`config.mk`:
```
export PLATFORM = sky130hd
export DESIGN_NAME = alloc_size_class_mapper
export DESIGN_NICKNAME = d
export VERILOG_FILES = /design/src/hdl/ascm_pkg.sv /design/src/hdl/alloc_size_class_mapper.sv
export SDC_FILE = /design/constraint.sdc
export NUM_CORES = 1
export LEC_CHECK = 0
export BUFFER_PORTS_ARGS = -buffer_cell sky130_fd_sc_hd__buf_4
export CAP_MARGIN = 20
export CORE_MARGIN = 1
export CORE_UTILIZATION = 50
export CTS_CLUSTER_DIAMETER = 200
export DETAILED_ROUTE_END_ITERATION = 16
export PLACE_DENSITY = 0.63
export SETUP_SLACK_MARGIN = 0.2
export SYNTH_ARGS = -nofsm -noshare
export SYNTH_HDL_FRONTEND = slang
export SYNTH_SLANG_ARGS = --single-unit
export TNS_END_PERCENT = 30
```
`constraint.sdc`:
```
create_clock -name clk_i -period 28.8 [get_ports clk_i]
set_clock_uncertainty 0.05 [all_clocks]
set_input_delay 0 -clock clk_i [delete_from_list [all_inputs] [get_ports clk_i]]
set_output_delay 0 -clock clk_i [all_outputs]
set_load 0.01 [all_outputs]
```
`src/hdl/ascm_pkg.sv`:
```
// ---------------------------------------------------------------------------
// Allocation size-class mapper package
// Widths, band constants, the pipeline item type and per-stage functions.
// ---------------------------------------------------------------------------
`default_nettype none

package ascm_pkg;

  localparam int unsigned MAX_SIZE_BYTES  = 262144;
  localparam int unsigned PAGE_SHIFT_BITS = 13;

  localparam int unsigned SIZE_W  = 19;
  localparam int unsigned IDX_W   = 8;
  localparam int unsigned BATCH_W = 10;
  localparam int unsigned PAGE_W  = 7;
  localparam int unsigned QUO_W   = 9;
  localparam int unsigned QBIT_W  = $clog2(QUO_W);
  localparam int unsigned PROD_W  = SIZE_W + BATCH_W;
  localparam int unsigned TRIAL_W = SIZE_W + QUO_W - 1;

  localparam int unsigned BAND0_LIMIT = 128;
  localparam int unsigned BAND1_LIMIT = 1024;
  localparam int unsigned BAND2_LIMIT = 8 * 1024;
  localparam int unsigned BAND3_LIMIT = 64 * 1024;

  localparam int unsigned BATCH_MAX = 512;
  localparam int unsigned BATCH_MIN = 2;
  localparam int unsigned PAGE_MAX  = 127;

  // Input capture, one stage per quotient bit, then batch/multiply.
  localparam int unsigned NUM_STAGES = QUO_W + 2;

  typedef struct packed {
    logic [SIZE_W-1:0]  size;
    logic               err;
    logic [SIZE_W-1:0]  rounded;
    logic [IDX_W-1:0]   idx;
    logic [SIZE_W-1:0]  rem;
    logic [QUO_W-1:0]   quo;
    logic [BATCH_W-1:0] batch;
    logic [PROD_W-1:0]  prod;
  } ascm_item_t;

  // Band lookup: alignment rounding and dense class index, divider seed.
  function automatic ascm_item_t classify(logic [SIZE_W-1:0] size);
    ascm_item_t        o;
    logic [SIZE_W-1:0] r;
    logic [IDX_W-1:0]  ix;
    o        = '0;
    o.size   = size;
    o.err    = (size == '0) || (size > SIZE_W'(MAX_SIZE_BYTES));
    o.rem    = SIZE_W'(MAX_SIZE_BYTES);
    if (size <= SIZE_W'(BAND0_LIMIT)) begin
      r  = (size + SIZE_W'(7)) & ~SIZE_W'(7);
      ix = IDX_W'(r >> 3) - IDX_W'(1);
    end else if (size <= SIZE_W'(BAND1_LIMIT)) begin
      r  = (size + SIZE_W'(15)) & ~SIZE_W'(15);
      ix = IDX_W'(r >> 4) + IDX_W'(7);
    end else if (size <= SIZE_W'(BAND2_LIMIT)) begin
      r  = (size + SIZE_W'(127)) & ~SIZE_W'(127);
      ix = IDX_W'(r >> 7) + IDX_W'(63);
    end else if (size <= SIZE_W'(BAND3_LIMIT)) begin
      r  = (size + SIZE_W'(1023)) & ~SIZE_W'(1023);
      ix = IDX_W'(r >> 10) + IDX_W'(119);
    end else begin
      r  = (size + SIZE_W'(8191)) & ~SIZE_W'(8191);
      ix = IDX_W'(r >> 13) + IDX_W'(175);
    end
    o.rounded = r;
    o.idx     = ix;
    return o;
  endfunction

  // One restoring division step: resolve quotient bit qbit.
  function automatic ascm_item_t div_step(ascm_item_t p, logic [QBIT_W-1:0] qbit);
    ascm_item_t         o;
    logic [TRIAL_W-1:0] trial;
    o     = p;
    trial = TRIAL_W'(p.size) << qbit;
    if (TRIAL_W'(p.rem) >= trial) begin
      o.rem       = p.rem - trial[SIZE_W-1:0];
      o.quo[qbit] = 1'b1;
    end
    return o;
  endfunction

  // Clamp the quotient to the batch range.
  function automatic logic [BATCH_W-1:0] clamp_batch(ascm_item_t p);
    logic [BATCH_W-1:0] b;
    priority if (p.size <= SIZE_W'(BATCH_MAX)) begin
      b = BATCH_W'(BATCH_MAX);
    end else if (p.quo < QUO_W'(BATCH_MIN)) begin
      b = BATCH_W'(BATCH_MIN);
    end else begin
      b = BATCH_W'(p.quo);
    end
    return b;
  endfunction

endpackage

`default_nettype wire

```
`src/hdl/alloc_size_class_mapper.sv`:
```
// Each request passes the input stage, the divider stages and the multiply stage, then the output register.
// Throughput: one request per cycle unless the result side stalls; the restoring divider
// resolves one quotient bit per stage over 9 stages, followed by a multiply stage.
// A stall on the result side holds every stage in place.
// Reset (rst_ni low) clears all stage valid bits; payloads are not reset.
// ---------------------------------------------------------------------------
// Allocation size-class mapper
// Maps a request size to rounded size, class index, batch and page counts.
// ---------------------------------------------------------------------------
`default_nettype none

module alloc_size_class_mapper (
  input  wire logic        clk_i,
  input  wire logic        rst_ni,
  input  wire logic        s_axis_tvalid_i,
  output logic             s_axis_tready_o,
  input  wire logic [23:0] s_axis_tdata_i,  // [18:0] request_size, [23:19] zero
  output logic             m_axis_tvalid_o,
  input  wire logic        m_axis_tready_i,
  // [18:0] rounded_size, [26:19] class_index, [36:27] batch_count,
  // [43:37] page_count, [47:44] zero
  output logic [47:0]      m_axis_tdata_o,
  output logic [0:0]       m_axis_tuser_o   // [0] size_error
);

  localparam int unsigned NSTG = ascm_pkg::NUM_STAGES;
  localparam int unsigned LAST = NSTG - 1;

  ascm_pkg::ascm_item_t st_d [NSTG];
  ascm_pkg::ascm_item_t st_q [NSTG];
  logic [NSTG-1:0]      vld_q;

  logic                                  out_vld_q;
  logic [ascm_pkg::SIZE_W-1:0]           out_rounded_q;
  logic [ascm_pkg::IDX_W-1:0]            out_idx_q;
  logic [ascm_pkg::BATCH_W-1:0]          out_batch_q;
  logic [ascm_pkg::PAGE_W-1:0]           out_pages_q;
  logic                                  out_err_q;

  logic [ascm_pkg::PAGE_W-1:0]           pages_d;
  logic [ascm_pkg::PROD_W-1:0]           pages_raw;
  logic                                  adv;

  // Whole pipeline moves when the output register is free or drained.
  assign adv             = !out_vld_q || m_axis_tready_i;
  assign s_axis_tready_o = adv;

  always_comb begin
    st_d[0]      = '0;
    st_d[0].size = s_axis_tdata_i[ascm_pkg::SIZE_W-1:0];
  end

  for (genvar j = 1; j <= ascm_pkg::QUO_W; j++) begin : g_div
    if (j == 1) begin : g_first
      always_comb begin
        st_d[j] = ascm_pkg::div_step(ascm_pkg::classify(st_q[0].size),
                                     ascm_pkg::QBIT_W'(ascm_pkg::QUO_W - j));
      end
    end else begin : g_rest
      always_comb begin
        st_d[j] = ascm_pkg::div_step(st_q[j-1],
                                     ascm_pkg::QBIT_W'(ascm_pkg::QUO_W - j));
      end
    end
  end

  always_comb begin
    st_d[LAST]       = st_q[LAST-1];
    st_d[LAST].batch = ascm_pkg::clamp_batch(st_q[LAST-1]);
    st_d[LAST].prod  = ascm_pkg::PROD_W'(st_d[LAST].batch) *
                       ascm_pkg::PROD_W'(st_q[LAST-1].size);
  end

  // Pages from the registered product: shift, then clamp to 1..127.
  always_comb begin
    pages_raw = st_q[LAST].prod >> ascm_pkg::PAGE_SHIFT_BITS;
    priority if (pages_raw == '0) begin
      pages_d = ascm_pkg::PAGE_W'(1);
    end else if (pages_raw > ascm_pkg::PROD_W'(ascm_pkg::PAGE_MAX)) begin
      pages_d = ascm_pkg::PAGE_W'(ascm_pkg::PAGE_MAX);
    end else begin
      pages_d = pages_raw[ascm_pkg::PAGE_W-1:0];
    end
  end

  always_ff @(posedge clk_i) begin
    if (adv) begin
      for (int unsigned k = 0; k < NSTG; k++) begin
        st_q[k] <= st_d[k];
      end
      // Drop all data fields to zero on an error request.
      out_err_q     <= st_q[LAST].err;
      out_rounded_q <= st_q[LAST].err ? '0 : st_q[LAST].rounded;
      out_idx_q     <= st_q[LAST].err ? '0 : st_q[LAST].idx;
      out_batch_q   <= st_q[LAST].err ? '0 : st_q[LAST].batch;
      out_pages_q   <= st_q[LAST].err ? '0 : pages_d;
    end
  end

  always_ff @(posedge clk_i or negedge rst_ni) begin
    if (!rst_ni) begin
      vld_q     <= '0;
      out_vld_q <= 1'b0;
    end else if (adv) begin
      vld_q     <= {vld_q[NSTG-2:0], s_axis_tvalid_i};
      out_vld_q <= vld_q[LAST];
    end
  end

  assign m_axis_tvalid_o = out_vld_q;
  assign m_axis_tdata_o  = {4'b0000, out_pages_q, out_batch_q, out_idx_q, out_rounded_q};
  assign m_axis_tuser_o  = out_err_q;

  // Error results carry all-zero data.
  a_err_zero : assert property (@(posedge clk_i) disable iff (!rst_ni)
    out_vld_q && out_err_q |-> m_axis_tdata_o == '0)
    else $error("error result with nonzero data");

  // Good results keep batch and page counts inside their clamp ranges and a nonzero rounded size.
  a_good_ranges : assert property (@(posedge clk_i) disable iff (!rst_ni)
    out_vld_q && !out_err_q |->
      out_batch_q >= ascm_pkg::BATCH_W'(ascm_pkg::BATCH_MIN) &&
      out_batch_q <= ascm_pkg::BATCH_W'(ascm_pkg::BATCH_MAX) &&
      out_pages_q != '0 && out_rounded_q != '0)
    else $error("batch or page count out of range");

  // Class index never exceeds the last class.
  a_idx_range : assert property (@(posedge clk_i) disable iff (!rst_ni)
    out_vld_q |-> out_idx_q <= ascm_pkg::IDX_W'(207))
    else $error("class index out of range");

  // A stalled pipeline keeps every stage valid bit.
  a_stall_hold : assert property (@(posedge clk_i) disable iff (!rst_ni)
    out_vld_q && !m_axis_tready_i |=> $stable(vld_q) && out_vld_q)
    else $error("pipeline moved during stall");

endmodule

`default_nettype wire
```
==> results.env, run 1 <==
FINAL_LAYOUT_SIZE_SUFFIX_GT1_SHARE_PCT=11.5
SETUP.WORST_PATH.END_CLASS='register'
GRT_USAGE_PCT=18.0
POST_SYNTH_AND_OR_NAND_NOR_AREA_FRACTION_PCT=9.91
CTS_RESIZED=0
NETS=3134
POST-ROUTE-DRC-COUNT=0
HOLD_BUFS_AT_CTS=22
RSZ0062_AT_GRT='no'
WORSTPATHMAXFANOUT=49
HOLD_WS_NS=0.0579
DIE_H_UM=268
SYN_TO_FINAL_GROWTH_PCT=11.7
HOLDCRITSTARTPOINT='s_axis_tdata_i[12]'
SYNTH_FF_TYPE='sky130_fd_sc_hd__edfxtp_1'
FINAL_AREA_UM2=39400
DRT_PRE_ANTENNA_ITERS=8
WORST_R2R_ENDPOINT='st_q[10][22]'
CLKSLEWWORSTSETUPHOLDPATHS_NS=0.06
WORST_HOLD_PATH.NUM_CELLS=2
MEAN_INSTANCE_SIZE_IN_THE_SYNTHESIZED_NETLIST_UM2=13.2
MOST_COMMON_CELL_IN_THE_SYNTHESIZED_NETLIST='sky130_fd_sc_hd__edfxtp_1'
CLKLATENCYLATEPIN_NS=0.60
SYNTH-WARNING-COUNT=0
POST_DP_AREA_UM2=36800
CLOCK_ROOT_BUFFER='sky130_fd_sc_hd__clkbuf_16'
WORST_R2R_PATH_DEPTH=24
STANDARD_CELL_ROWS=97
SYNTH_CELLS=2665
CRITPATHKIND='register to register'
FIRST_GLOBAL_VIAS=20567
FMAX_MHz=125
SYNTHTOPCELLSBYAREA='sky130_fd_sc_hd__edfxtp_1 57%, sky130_fd_sc_hd__fa_1 7.9%, sky130_fd_sc_hd__ha_1 6.8%, sky130_fd_sc_hd__inv_1 3.2%, sky130_fd_sc_hd__mux2_2 2.6%'
CLOCK_SINK_COUNT=681
PLACEMENT.IO_BUFFERS=66
CRITICAL_PATH_RT_NS=29.09
INITIAL_UTILIZATION_PCT=50.5
POSTCTSSETUPREPAIRBUFS=0
WIRE_LENGTH_OF_THE_FIRST_GLOBAL_ROUTING_PASS_UM=103000
POST_SYNTH_INSTANCE_AREA_UM2=35300
POSTROUTEANTENNANETS=0
PLACE_HPWL_UM=44600
WORST-R2R-SETUP-SLACK_NS=20.82
SYNTH-COMPOUND-AREA-SHARE_PCT=6.56
DRT-WIRELENGTH-PER-CELL_UM=16.7
CTS_TREE='done'
FLOORPLAN.DIE_AREA_UM2=71600
DOMINANT_COMBINATIONAL_CELL_FAMILY_BY_AREA_AFTER_SYNTHESIS='adder cells'
DP_WORST_SETUP_SLACK_NS=20.93
OUTCOME='completed'
YOSYS.AREA_SHARE.XOR_XNOR_PCT=3.42
SYNTH_ENABLE_FLOP_CELLS=669
LIST_OF_CELLS_TRAVERSED_BY_THE_CRITICAL_PATH='nor3_1 > nand3_1 > a21o_1 > buf_4 > and2_1 > nand2_1 > fa_1 > inv_1 > fa_1 > fa_1 > fa_1 > inv_1 > fa_1 > inv_1 > ha_1 > and4_1 > a21boi_0 > a22oi_1 > nand4_1 > and2_1 > a21oi_1 > nor2b_1 > o21ai_0 > a21oi_1'
GRT_REMAINING_OVERFLOW=0
HOLD_VIOL_FINAL=0
WORST_R2R_STARTPOINT='st_q[9][107]'
TIMING.MAX_SLEW.REL_SLACK_PCT=25.0
WORST_HOLD_PATH_TYPE='input port to register'
YOSYSSEQAREASHARE_PCT=57.8
NUMBER_OF_BUFFERS_CREATED_BY_CTS=75
CORE_REGION_AREA_UM2=69900
SYNTH_TOP_AREA_SHARE_PCT=56.9
ANTENNADIODECOUNT=0
DESIGN.PORTCOUNT=79
CRITICAL_PATH_ARRIVAL_NS=8.27
FP.DIEW_UM=268
POSTSYNTH.ASYNCRESETSHARE_PCT=1.76
DRV.MAX_CAP_VIOLATION_COUNT=0
DETAIL_ROUTE.ITER0.VIOLATIONS=1142
SYNTH_FA_HA_AREA_SHARE_PCT=14.7
FINAL-MAX-SLEW-VIOLATION-COUNT=0
CTS_MAX_PATH_BUFFERS=3
SYNTH_SEQ_CELLS=681
NETLIST-CELL-TYPE-COUNT=95
FINALWIRELENGTH_UM=62900
SYNTH.MUX.AREA_FRACTION_PCT=3.16
GP_CONGESTION=0.973
STARTPOINT_TYPE='register'
SETUP_TOTAL_NEGATIVE_SLACK_NS=0
LARGEST_NET_DEGREE_AT_THE_START_OF_GLOBAL_ROUTING=206
NUMBER_OF_H_TREE_LEVELS=3
TIMING.CRITICAL_PATH.SLOWEST_CELL_DELAY_NS=0.70
FINALSETUPVIOLCOUNT=0
SYNTHTOPCELLSBYCOUNT='669 x sky130_fd_sc_hd__edfxtp_1, 302 x sky130_fd_sc_hd__inv_1, 191 x sky130_fd_sc_hd__ha_1'
TIMING.FINAL.CRIT_PERIOD_NS=7.98
MIN_PERIOD_OVER_PERIOD_PCT=27.7
AVGVIACOUNTPERCELL=5.26
DETAILROUTE.VIA_COUNT=19830
CP_SLOWEST_CELL='sky130_fd_sc_hd__edfxtp_1'
SETUP_SLACK_NS=20.82
WHS_ENDPOINT='st_q[0][107]'
ANTENNA_FOUND_INITIAL=0
WORST_PATH_MOST_REPEATED_CELL='sky130_fd_sc_hd__fa_1'
YOSYSTOPAREACELL='sky130_fd_sc_hd__edfxtp_1'
WORST_SLEW_PIN_SLEW_NS=1.13
==> worst max-delay path: cells and delay by family (launching register included) <==
| kind | cells | cell delay [ns] |
|---|---|---|
| AND/OR/NAND/NOR | 8 | 2.11 |
| flip-flops | 1 | 0.70 |
| adder cells (fa/ha/maj) | 6 | 2.86 |
| buffers and inverters | 4 | 0.61 |
| AO/OA/AOI/OAI | 6 | 1.36 |
==> how the worst max path moves through the flow <==
stage / startpoint / to / slack (ns)
detailed placement: st_q[9][106] / st_q[10][22] / 20.93
CTS: st_q[9][106] / st_q[10][22] / 20.91
floorplan: m_axis_tvalid_o / vld_q[2] / 7.35
global placement: st_q[9][106] / st_q[10][24] / 21.03
global route: st_q[9][107] / st_q[10][22] / 20.32
finish: st_q[9][107] / st_q[10][22] / 20.82
==> kinds of logic after synthesis <==
family	Yosys count
muxes	97
DFF	681
xor gates and xnor gates	136
adders and majority gates	331
buffers and inverters	391
AOI/OAI and AO/OA	348
and+or+nand+nor	679
other	2
==> layer usage <==
| layer | vias up | track usage (%) | part of all wire, % |
|---|---|---|---|
| met4 | 0 | 7.78 | 3.7 |
| li1 | 9662 | - | - |
| met3 | 143 | 3.08 | 3.6 |
| met5 | - | 0 | 0 |
| met1 | 9640 | 21.2 | 42 |
| met2 | 385 | 32.3 | 51 |
==> layout by cell type, fill, tap and decap left out, types with 55 or more instances in the layout <==
master                      instances
sky130_fd_sc_hd__edfxtp_1         669
sky130_fd_sc_hd__inv_1            302
sky130_fd_sc_hd__ha_1             191
sky130_fd_sc_hd__nand2_1          171
sky130_fd_sc_hd__fa_1             140
sky130_fd_sc_hd__nor2_1           116
sky130_fd_sc_hd__a21oi_1          104
sky130_fd_sc_hd__mux2_2            82
sky130_fd_sc_hd__buf_4             82
sky130_fd_sc_hd__xnor2_1           81
sky130_fd_sc_hd__clkbuf_16         76
sky130_fd_sc_hd__nor2b_1           67
sky130_fd_sc_hd__and3_1            65
sky130_fd_sc_hd__o21ai_0           64
sky130_fd_sc_hd__and2_1            58
sky130_fd_sc_hd__nor3_1            55
==> area by class of cell <==
| type | count | area (um^2) |
|---|---|---|
| Sequential cell | 681 | 20400 |
| Multi-Input combinational cell | 1607 | 13400 |
| Tap cell | 940 | 1180 |
| Timing Repair Buffer | 107 | 881 |
| Fill cell | 5756 | 30500 |
| Clock inverter | 48 | 490 |
| Inverter | 303 | 1140 |
| Clock buffer | 87 | 1940 |
==> metrics by stage <==
step | util (%) | std cells
floorplan | - | 2679
global placement | 52.6 | 3614
detailed placement | 52.6 | 3615
CTS | 56.4 | 3772
global route | 56.4 | 3773
finish | 56.4 | 3773
==> flip-flops by register name, indices dropped and copies added, names as in the netlist <==
| name | flops |
|---|---|
| st_q | 627 |
| m_axis_tvalid_o | 1 |
| out_batch_q | 10 |
| out_pages_q | 7 |
| m_axis_tuser_o | 1 |
| out_idx_q | 8 |
| vld_q | 11 |
| out_rounded_q | 16 |
Power of run 1 is not shown: default switching activity piles up to over one toggle a cycle in this logic, so the estimate is an artifact.
==> run 2, diff against run 1 <==
--- a/config.mk
+++ b/config.mk
@@ -11,7 +11,7 @@
 export CORE_UTILIZATION = 50
 export CTS_CLUSTER_DIAMETER = 200
 export DETAILED_ROUTE_END_ITERATION = 16
-export PLACE_DENSITY = 0.63
+export PLACE_DENSITY = 0.66
 export SETUP_SLACK_MARGIN = 0.2
 export SYNTH_ARGS = -nofsm -noshare
 export SYNTH_HDL_FRONTEND = slang
==> constraint.sdc (replaced) <==
create_clock -name clk_i -period 7 [get_ports clk_i]
set_clock_uncertainty 0.05 [all_clocks]
set_input_delay 0 -clock clk_i [delete_from_list [all_inputs] [get_ports clk_i]]
set_output_delay 0 -clock clk_i [all_outputs]
set_load 0.01 [all_outputs]
==> run 2 against run 1 <==
Against the previous run:
- core utilization rose by 0.26 points
- die area did not move
- non-clock buffer count rose by 23
- first-iteration DRC count rose by 12%
- critical path type unchanged
- highest routed layer unchanged
==> results.env, run 2 (synthesis gave the netlist of run 1 again) <==
GRT_REMAINING_OVERFLOW=0
INITIAL_UTILIZATION_PCT=50.5
DETAIL_ROUTE.ITER0.VIOLATIONS=1283
MOSTFREQUENTLAYOUTCELLS='669 x sky130_fd_sc_hd__edfxtp_1, 302 x sky130_fd_sc_hd__inv_1, 191 x sky130_fd_sc_hd__ha_1'
GRT.MET1_USAGE_PCT=22.6
WIRE_LENGTH_OF_THE_FIRST_GLOBAL_ROUTING_PASS_UM=106000
SETUP.WORST_PATH.END_CLASS='register'
USE_MET3_PCT=2.94
FINALWIRELENGTH_UM=66100
DRT_PRE_ANTENNA_ITERS=5
GLOBALROUTEMET2UTIL_PCT=34.1
RSZ0062_AT_GRT='no'
NUMBER_OF_BUFFERS_CREATED_BY_CTS=74
MIN_PERIOD_OVER_PERIOD_PCT=93.4
PLACEMENT.IO_BUFFERS=66
POST-ROUTE-DRC-COUNT=0
CRITPATHKIND='register to register'
LARGEST_NET_DEGREE_AT_THE_START_OF_GLOBAL_ROUTING=201
FINAL_LAYOUT_SIZE_SUFFIX_GT1_SHARE_PCT=12.4
NETS=3156
CLOCK_ROOT_BUFFER='sky130_fd_sc_hd__clkbuf_16'
CLKLATENCYLATEPIN_NS=0.62
WORST_HOLD_PATH_TYPE='input port to register'
POSTROUTEANTENNANETS=0
ANTENNA_FOUND_INITIAL=0
PLACE_HPWL_UM=47400
HOLD_VIOL_FINAL=0
GR-MAX-USAGE-LAYER='met2'
FINALSETUPVIOLCOUNT=0
SETUP_TOTAL_NEGATIVE_SLACK_NS=0
FILLCELLCOUNT=5586
STARTPOINT_TYPE='register'
FINAL-MAX-SLEW-VIOLATION-COUNT=0
ANTENNADIODECOUNT=0
CLKSLEWWORSTSETUPHOLDPATHS_NS=0.06
FMAX_MHz=153
CLOCK_SINK_COUNT=681
DIE_H_UM=268
LARGESTREGISTERS='st_q x627, out_rounded_q x16, vld_q x11'
POSTCTSSETUPREPAIRBUFS=0
CRITICAL_PATH_ARRIVAL_NS=6.83
AVGVIACOUNTPERCELL=5.32
NUMBER_OF_FLIP_FLOPS_IN_THE_LARGEST_REGISTER=627
FP.DIEW_UM=268
DETAILROUTE.VIA_COUNT=20222
FLOORPLAN.DIE_AREA_UM2=71600
CTS_MAX_PATH_BUFFERS=3
NUMBER_OF_H_TREE_LEVELS=3
WORSTPATHMAXFANOUT=35
TIMING.MAX_SLEW.REL_SLACK_PCT=28.2
WORST_SLEW_PIN_SLEW_NS=1.08
CTS_TREE='done'
OUTCOME='completed'
DRV.MAX_CAP_VIOLATION_COUNT=0
STANDARD_CELL_ROWS=97
DESIGN.PORTCOUNT=79
GP_CONGESTION=0.956
REGMOSTFLOPS='st_q'
DRT-WIRELENGTH-PER-CELL_UM=17.4
CRITICAL_PATH_RT_NS=7.30
CORE_REGION_AREA_UM2=69900
FIRST_GLOBAL_VIAS=20924
TIMING.FINAL.CRIT_PERIOD_NS=6.54
SYN_TO_FINAL_GROWTH_PCT=12.2
MOST_FREQUENT_STANDARD_CELL_IN_THE_LAYOUT_EXCLUDING_FILL_AND_TAP_CELLS='sky130_fd_sc_hd__edfxtp_1'
GRT_USAGE_PCT=18.8
[run 2: cell types whose count changed in the layout (fill, tap and decap cells not counted), sizes merged]
cell	delta
buf	+22
bufinv	-2
inv	+1
clkinv	+10
clkinvlp	-5
[run 2: critical path, cell delays in order (launching register included)]
cell,delay [ns]
sky130_fd_sc_hd__edfxtp_1,0.41
sky130_fd_sc_hd__nor4_2,0.33
sky130_fd_sc_hd__nand3_1,0.16
sky130_fd_sc_hd__a21o_4,0.29
sky130_fd_sc_hd__buf_12,0.17
sky130_fd_sc_hd__and3_1,0.21
sky130_fd_sc_hd__fa_1,0.48
sky130_fd_sc_hd__fa_1,0.53
sky130_fd_sc_hd__fa_1,0.54
sky130_fd_sc_hd__fa_1,0.55
sky130_fd_sc_hd__inv_1,0.08
sky130_fd_sc_hd__fa_1,0.54
sky130_fd_sc_hd__inv_1,0.04
sky130_fd_sc_hd__ha_1,0.33
sky130_fd_sc_hd__and4_1,0.24
sky130_fd_sc_hd__a21boi_0,0.13
sky130_fd_sc_hd__a22oi_1,0.23
sky130_fd_sc_hd__nand4_1,0.20
sky130_fd_sc_hd__and2_4,0.23
sky130_fd_sc_hd__a21o_1,0.18
sky130_fd_sc_hd__o21a_1,0.17
sky130_fd_sc_hd__nor2_1,0.11
sky130_fd_sc_hd__xnor2_1,0.07
[run 2: cell type report]
cell class              instances  area, um^2  share of cell area [%]
clock inverters                52         458                    1.16
flip-flops and latches        681       20400                    51.5
inverters                     303        1140                    2.88
multi-input cells            1607       13400                    33.9
clock buffers                  86        1920                    4.84
repair buffers                130        1090                    2.76
well taps                     940        1180                    2.97
[run 2: metal layers]
metal  up-vias  routed length [um]  share of wire (%)
met1      9956               27100                 41
li1       9717                   -                  -
met5         -                   0                  0
met3       120                2610                3.9
met2       429               34500                 52
met4         0                1880                2.8
[run 2: what timing repair did]
| item | in CTS | in global routing |
|---|---|---|
| resized for setup | 0 | 8 |
| hold endpoints to repair | 32 | 0 |
| endpoints found under the setup margin | 0 | 9 |
| hold buffers | 22 | 0 |
[run 2: final timing paths]
| kind | start | end | slack (ns) | depth (start not counted) |
|---|---|---|---|---|
| worst max-delay path | st_q[9][100] | st_q[10][24] | 0.46 | 22 |
| worst min-delay path | s_axis_tdata_i[12] | st_q[0][107] | 0.05 | 2 |
| worst max register to register | st_q[9][100] | st_q[10][24] | 0.46 | 22 |
| worst min register to register | st_q[8][43] | st_q[9][43] | 0.35 | 0 |
| max in group asynchronous | rst_ni | vld_q[9] | 6.18 | 3 |
| min in group asynchronous | rst_ni | m_axis_tvalid_o | 0.38 | 3 |
[run 2: through the flow]
stage	hold WS, ns	cells	instance area [um^2]	worst slack, ns	util (%)
floorplan	-0.346	2679	35300	0.689	-
global placement	-0.213	3637	37000	0.526	52.9
detailed placement	-0.206	3637	37000	0.399	52.9
CTS	0.00990	3797	39600	0.375	56.6
global route	0.0303	3799	39600	0.191	56.6
finish	0.0483	3799	39600	0.465	56.6
Power of run 2 is left out for the same reason.
